--- src/hdl/gld_pkg.sv ---
`timescale 1ns / 1ps
// Shared types, constants and code-table helpers for the GIF LZW pixel decoder.
package gld_pkg;

    localparam int MAX_CODE_BITS = 12;
    localparam int PENDING_DEPTH = 4;
    localparam int TBL_SIZE      = 1 << MAX_CODE_BITS;
    localparam int NF_W          = MAX_CODE_BITS + 1;
    localparam int PEND_CW       = $clog2(PENDING_DEPTH + 1);
    localparam int PEND_IW       = $clog2(PENDING_DEPTH);
    localparam int CFG_AW        = 4;

    typedef enum logic [1:0] {
        ST_RUN  = 2'd0,
        ST_END  = 2'd1,
        ST_TERM = 2'd2,
        ST_BAD  = 2'd3
    } t_status;

    typedef enum logic [1:0] {
        CFG_MCS    = 2'd0,
        CFG_WIDTH  = 2'd1,
        CFG_HEIGHT = 2'd2,
        CFG_INTL   = 2'd3
    } t_cfg_idx;

    localparam logic REQ_PUSH = 1'b0;
    localparam logic REQ_PULL = 1'b1;

    typedef struct packed {
        logic       req_type;
        logic [7:0] data_byte;
    } t_in_item;

    typedef struct packed {
        logic        byte_taken;
        logic        pixel_valid;
        logic [7:0]  pixel_index;
        logic [15:0] pixel_col;
        logic [15:0] pixel_row;
        logic        row_end;
        logic [1:0]  status;
    } t_out_item;

    typedef enum logic [2:0] {
        S_IDLE,
        S_UNPACK,
        S_RUN,
        S_RWAIT,
        S_POP,
        S_POPW,
        S_DONE
    } t_state;

    typedef enum logic [1:0] {
        E_IDLE,
        E_WALK,
        E_FIRST,
        E_FIX
    } t_exp_state;

    typedef struct packed {
        logic                     run;
        logic                     pop;
        logic [MAX_CODE_BITS-1:0] code;
        logic [NF_W-1:0]          last;
        logic [NF_W-1:0]          clear;
    } t_exp_cmd;

    typedef struct packed {
        logic       done;
        logic       empty;
        logic [7:0] pix;
    } t_exp_sts;

    typedef struct packed {
        logic [NF_W-1:0] nf;
        logic [3:0]      w;
        t_status         k;
    } t_adv;

    function automatic logic [3:0] sat_mcs(input logic [3:0] v);
        logic [3:0] r;
        r = v;
        if (v < 4'd2) r = 4'd2;
        else if (v > 4'd8) r = 4'd8;
        return r;
    endfunction

    function automatic logic [NF_W-1:0] width_mask(input logic [3:0] w);
        logic [NF_W:0] t;
        t = (NF_W + 1)'(1) << w;
        return NF_W'(t - (NF_W + 1)'(1));
    endfunction

    // One code applied to the (next free, width) pair.
    function automatic t_adv adv_code(input logic [MAX_CODE_BITS-1:0] code,
                                      input logic [NF_W-1:0] nf,
                                      input logic [3:0] w,
                                      input logic [3:0] m);
        logic [NF_W-1:0] clr;
        logic [NF_W-1:0] c;
        logic [NF_W-1:0] nn;
        t_adv r;
        clr  = NF_W'(1) << m;
        c    = NF_W'(code);
        nn   = nf + NF_W'(1);
        r.nf = nf;
        r.w  = w;
        r.k  = ST_RUN;
        if (c == clr) begin
            r.nf = clr + NF_W'(1);
            r.w  = m + 4'd1;
        end else if (c == clr + NF_W'(1)) begin
            r.k = ST_END;
        end else if (c > clr + NF_W'(1) && c > nf) begin
            r.k = ST_BAD;
        end else if (nf < NF_W'(TBL_SIZE)) begin
            r.nf = nn;
            if ((nn & width_mask(w)) == '0 && nn < NF_W'(TBL_SIZE)
                && w < 4'(MAX_CODE_BITS)) begin
                r.w = w + 4'd1;
            end
        end
        return r;
    endfunction

endpackage

--- src/hdl/gld_raster.sv ---
`timescale 1ns / 1ps
// Pixel column/row tracker with normal and four-pass interlaced row order.
module gld_raster
    import gld_pkg::*;
(
    input  logic        i_clk,
    input  logic        i_rst_n,
    input  logic        i_step,
    input  logic [15:0] i_width,
    input  logic [15:0] i_height,
    input  logic        i_interlaced,
    output logic [15:0] o_col,
    output logic [15:0] o_row,
    output logic        o_row_end
);

    logic [15:0] r_col, n_col;
    logic [15:0] r_row, n_row;
    logic [1:0]  r_pass, n_pass;
    logic [16:0] wdt, hgt, y;
    logic [1:0]  p;

    assign wdt       = (i_width == '0) ? 17'd1 : {1'b0, i_width};
    assign hgt       = (i_height == '0) ? 17'd1 : {1'b0, i_height};
    assign o_row_end = ({1'b0, r_col} + 17'd1) >= wdt;

    always_comb begin
        n_col  = r_col;
        n_row  = r_row;
        n_pass = r_pass;
        p      = r_pass;
        y      = {1'b0, r_row};
        if (i_step) begin
            if (o_row_end) begin
                n_col = '0;
                if (i_interlaced) begin
                    y = {1'b0, r_row} + ((r_pass < 2'd2) ? 17'd8 :
                                         ((r_pass == 2'd2) ? 17'd4 : 17'd2));
                    // skip passes that hold no rows
                    for (int i = 0; i < 3; i++) begin
                        if (y >= hgt && p < 2'd3) begin
                            p = p + 2'd1;
                            y = (p == 2'd1) ? 17'd4 : ((p == 2'd2) ? 17'd2 : 17'd1);
                        end
                    end
                    if (y >= hgt) begin
                        p = 2'd0;
                        y = '0;
                    end
                    n_pass = p;
                    n_row  = y[15:0];
                end else if ({1'b0, r_row} < hgt) begin
                    n_row = r_row + 16'd1;
                end
            end else begin
                n_col = r_col + 16'd1;
            end
        end
    end

    always_ff @(posedge i_clk) begin
        if (!i_rst_n) begin
            r_col  <= '0;
            r_row  <= '0;
            r_pass <= '0;
        end else begin
            r_col  <= n_col;
            r_row  <= n_row;
            r_pass <= n_pass;
        end
    end

    assign o_col = r_col;
    assign o_row = r_row;

endmodule
--- config.mk ---
export PLATFORM = sky130hd
export DESIGN_NAME = gld_raster
export DESIGN_NICKNAME = d
export VERILOG_FILES = /design/src/hdl/gld_pkg.sv /design/src/hdl/gld_raster.sv
export SDC_FILE = /design/constraint.sdc
export NUM_CORES = 1
export LEC_CHECK = 0
export BUFFER_PORTS_ARGS = -buffer_cell sky130_fd_sc_hd__buf_2
export CAP_MARGIN = 10
export CORE_MARGIN = 2
export CORE_UTILIZATION = 60
export DETAILED_ROUTE_END_ITERATION = 7
export GPL_TIMING_DRIVEN = 0
export PLACE_DENSITY_LB_ADDON = 0.2
export SKIP_CTS_REPAIR_TIMING = 1
export SLEW_MARGIN = 5
export SYNTH_ARGS = -nofsm -noshare
export SYNTH_HDL_FRONTEND = slang
export SYNTH_SLANG_ARGS = --single-unit
--- constraint.sdc ---
create_clock -name i_clk -period 14.7 [get_ports i_clk]
set_input_delay 2.94 -clock i_clk [delete_from_list [all_inputs] [get_ports i_clk]]
set_output_delay 2.94 -clock i_clk [all_outputs]
set_load 0.05 [all_outputs]
==> summary.log <==
qor: timing.maxSlewViolCount 0
qor: yosys.yosys.area_share.xor_xnor 0.0727
qor: power_and_ir_drop.clockPowerShare 0.354
qor: place.detailedPlacementHpwl 12700 µm
qor: cells_and_area.finish.net_count 911
qor: route.wl_per_cell 17.6 µm
qor: yosys.synth-main-ff-cell sky130_fd_sc_hd__dfxtp_1
qor: timing.timing.hold.ws 0.535 ns
qor: cells_and_area.drive_above_1_share 0.145
qor: floorplanning.coreArea 0.00864 mm²
qor: setup_path.worstPathRequired 14.90 ns
qor: global_routing.grt_start_max_net_pins 11
qor: floorplanning.floorplan.rows 34
qor: setup_path.path_buf_inv 6
qor: yosys.ys_warn_count 0
qor: floorplanning.die_w 98.0 µm
qor: setup_path.timing_worst_setup_path_type primary input to flip-flop
qor: global_routing.number_of_global_route_vias_before_repair 5182
qor: cells_and_area.final_area 0.00586 mm²
qor: yosys.synthDistinctLibCells 69
qor: clock_network.max-clock-path-buffers 2
qor: yosys.synth_mux_area_frac 0.0231
qor: job.max_cap_viol_count 0
qor: power_and_ir_drop.internal_power 0.146 mW
qor: clock_network.clock_latency 0.29 ns
qor: yosys.synth.ff_latch_count 34
qor: power_and_ir_drop.total_power 0.209 mW
qor: yosys.synth_top_family_by_area adder cells
qor: timing.setup_viol 0
qor: route.drt-initial-drc-count 429
qor: setup_path.most_used_cell_along_the_critical_path sky130_fd_sc_hd__a21oi_1
qor: yosys.syn_inst 690
qor: floorplanning.die-area 0.00960 mm²
qor: setup_path.timing.critical_path.slowest_stage_cell sky130_fd_sc_hd__a2111oi_0
qor: clock_network.tritoncts.num_buffers 5
qor: global_routing.grt_overflow 0
qor: setup_path.critPathCaptureType flip-flop
qor: place.placed_cell_area 0.00576 mm²
qor: yosys.syn_avg_cell_area 7.68 µm²
qor: cells_and_area.post_layout_nonfiller_instances 872
qor: global_routing.grt_antenna_before_repair 0
qor: timing.fin_crit 13.64 ns
qor: floorplanning.fp.dieH 98.0 µm
qor: power_and_ir_drop.power.share.switching 0.301
qor: yosys.synth_edf_count 0
qor: place.placed_cells 864
qor: timing.clock_skew 0.00571 ns
qor: timing.max_freq 73.3 MHz
qor: clock_network.tritoncts_clock_tree built
qor: setup_path.max_stage_delay 0.67 ns
qor: timing.worst_pin_slew 0.729 ns
qor: yosys.synth-compound-area-share 0.213
qor: setup_path.crit_fanout 10
qor: timing.finalHoldViolations 0
qor: place.portBuffers 66
qor: timing.fin_setup_tns 0 ns
qor: clock_network.cts_htree_levels 2
qor: route.detailedRoute.firstPassIterationCount 5
qor: global_routing.global_route.usage.total 0.315
qor: power_and_ir_drop.combinationalPowerShare 0.200
qor: global_routing.grt_pass1_wl 24900 µm
qor: cells_and_area.antenna_cells_inserted 0
qor: floorplanning.starting_utilization_of_the_core_area 0.614
qor: floorplanning.floorplan.io_pins 69
qor: timing.grt_setup_unrepaired false
qor: route.postRouteAntennaNets 0
qor: power_and_ir_drop.p_sw 0.0629 mW
qor: status.run_status completed
qor: yosys.synth_simple_gate_area_share 0.227
qor: route.wl 15400 µm
qor: route.detailroute.via_count 5434
qor: route.drcViolationCount 0
qor: power_and_ir_drop.power.static_leakage 3.22 nW
qor: min_path.hp-class flip-flop to flip-flop
qor: timing.timing.max_slew.rel_slack 0.501
qor: timing.finalCritPeriodShare 0.928
qor: setup_path.path_delay_family compound AO/OA/AOI/OAI gates
qor: cells_and_area.syn2layout_area_growth 10.5%
qor: power_and_ir_drop.vdd_ir_drop_max 0.0000432 V
qor: clock_network.clock-sinks 34
qor: yosys.synth.yosys.seq_area_share 0.128
qor: yosys.post_synth_fa_ha_maj_area_fraction 0.266
qor: place.routabilityCongestion 0.947
qor: place.pre_cts_slack 1.05 ns
qor: power_and_ir_drop.powerDensity 35.7 mW/mm²
qor: setup_path.critPathLaunchType primary input
qor: timing.final.setup.worst_slack 1.06 ns
qor: cells_and_area.final_core_utilization 0.678
qor: clock_network.ctsRootBufferMaster sky130_fd_sc_hd__clkbuf_8
qor: clock_network.clk_transition_reported_paths 0.07 ns
qor: power_and_ir_drop.power.sequential.fraction 0.446
qor: yosys.synth_area 0.00530 mm²
qor: yosys.synthArstFlopShare 0
qor: route.via_per_instance_ratio 6.23
qor: setup_path.crit_arrival 13.85 ns
qor: yosys.synth_fp_nets 838
## worst paths after layout
check | from | endpoint | slack [ns] | cells past startpoint
max | i_height[8] | o_row[10]$_SDFFE_PN0P_ | 1.06 | 40
max reg2reg | r_pass[0]$_SDFFE_PN0P_ | o_row[10]$_SDFFE_PN0P_ | 2.00 | 46
min | o_col[13]$_SDFFE_PN0P_ | o_col[13]$_SDFFE_PN0P_ | 0.54 | 2
min reg2reg | o_col[13]$_SDFFE_PN0P_ | o_col[13]$_SDFFE_PN0P_ | 0.54 | 2
## routing by layer
metal / part of all wire / up-vias / GRT usage
met5: 0 / - / 0
met1: 0.47 / 2556 / 0.448
met4: 0.018 / 0 / 0.0726
met2: 0.45 / 198 / 0.515
met3: 0.062 / 27 / 0.0351
li1: - / 2653 / -
## power by group through the flow
stage,clock [mW],sequential (mW),combinational [mW]
after floorplan,0,0.0966,0.0243
after global routing,0.0764,0.0933,0.0467
final,0.0739,0.0932,0.0417
after detailed placement,0,0.0953,0.0405
after global placement,0,0.0953,0.0381
after CTS,0.0733,0.0932,0.0408
## worst register-to-register path, delay by kind of cell, from the launching register on
family	cells	cell delay, ns
compound gates	19	5.59
simple gates	11	2.49
fa+ha+maj	7	1.98
buf+inv	7	1.26
flops	1	0.55
mux	1	0.41
xor+xnor	1	0.33
## sequential cells by signal (all words and copies together), names as in the netlist
name    cells
o_col      16
r_pass      2
o_row      16
## cell type report
| type | instances | area (µm²) |
|---|---|---|
| Tap cell | 108 | 135 |
| Clock inverter | 1 | 5.00 |
| Inverter | 62 | 233 |
| Sequential cell | 34 | 681 |
| Timing Repair Buffer | 66 | 330 |
| Multi-Input combinational cell | 570 | 4250 |
| Buffer | 24 | 138 |
| Fill cell | 735 | 2780 |
| Clock buffer | 7 | 86.3 |
## cell usage in the layout, fill, tap and decap left out, types with 3 or more instances in the layout
cell type	instances
sky130_fd_sc_hd__a2111oi_0	4
sky130_fd_sc_hd__a211o_1	3
sky130_fd_sc_hd__a211oi_1	7
sky130_fd_sc_hd__a21o_1	20
sky130_fd_sc_hd__a21oi_1	42
sky130_fd_sc_hd__a221oi_1	3
sky130_fd_sc_hd__a22oi_1	9
sky130_fd_sc_hd__a31oi_1	10
sky130_fd_sc_hd__and2_1	5
sky130_fd_sc_hd__and3_1	14
sky130_fd_sc_hd__and4_1	4
sky130_fd_sc_hd__buf_2	71
sky130_fd_sc_hd__buf_4	5
sky130_fd_sc_hd__buf_6	3
sky130_fd_sc_hd__clkbuf_1	12
sky130_fd_sc_hd__clkbuf_8	6
sky130_fd_sc_hd__clkinv_1	3
sky130_fd_sc_hd__dfxtp_1	34
sky130_fd_sc_hd__ha_1	111
sky130_fd_sc_hd__inv_1	58
sky130_fd_sc_hd__mux2_2	6
sky130_fd_sc_hd__mux2_4	3
sky130_fd_sc_hd__nand2_1	38
sky130_fd_sc_hd__nand2b_1	3
sky130_fd_sc_hd__nand3_1	27
sky130_fd_sc_hd__nand3b_1	8
sky130_fd_sc_hd__nand4_1	11
sky130_fd_sc_hd__nor2_1	79
sky130_fd_sc_hd__nor2b_1	6
sky130_fd_sc_hd__nor3_1	13
sky130_fd_sc_hd__nor4_1	10
sky130_fd_sc_hd__o211ai_1	4
sky130_fd_sc_hd__o21a_1	7
sky130_fd_sc_hd__o21ai_0	36
sky130_fd_sc_hd__o22ai_1	4
sky130_fd_sc_hd__or3_1	4
sky130_fd_sc_hd__xnor2_1	17
sky130_fd_sc_hd__xor2_1	20
## synth_stat cells, drive strengths merged (11+ instances only)
library cell	count	area, µm²
inv	59	221
nor3	14	81.3
nor2	79	297
dfxtp	34	681
and3	15	98.8
xnor2	18	165
clkbuf	11	41.3
nand3	29	155
a21oi	44	228
nand2	38	143
buf	13	96.3
o21ai	36	180
ha	111	1390
a21o	20	150
nand4	13	93.8
xor2	20	175
## cell families (layout without fill, tap and decap cells)
group                      after synthesis  count (layout)
and+or+nand+nor                        236             236
adders and majority gates              112             112
xor gates and xnor gates                40              40
muxes                                   10              10
DFF                                     34              34
AOI/OAI and AO/OA                      172             172
buffers and inverters                   86             160
Power figures use the tool's default switching activity.
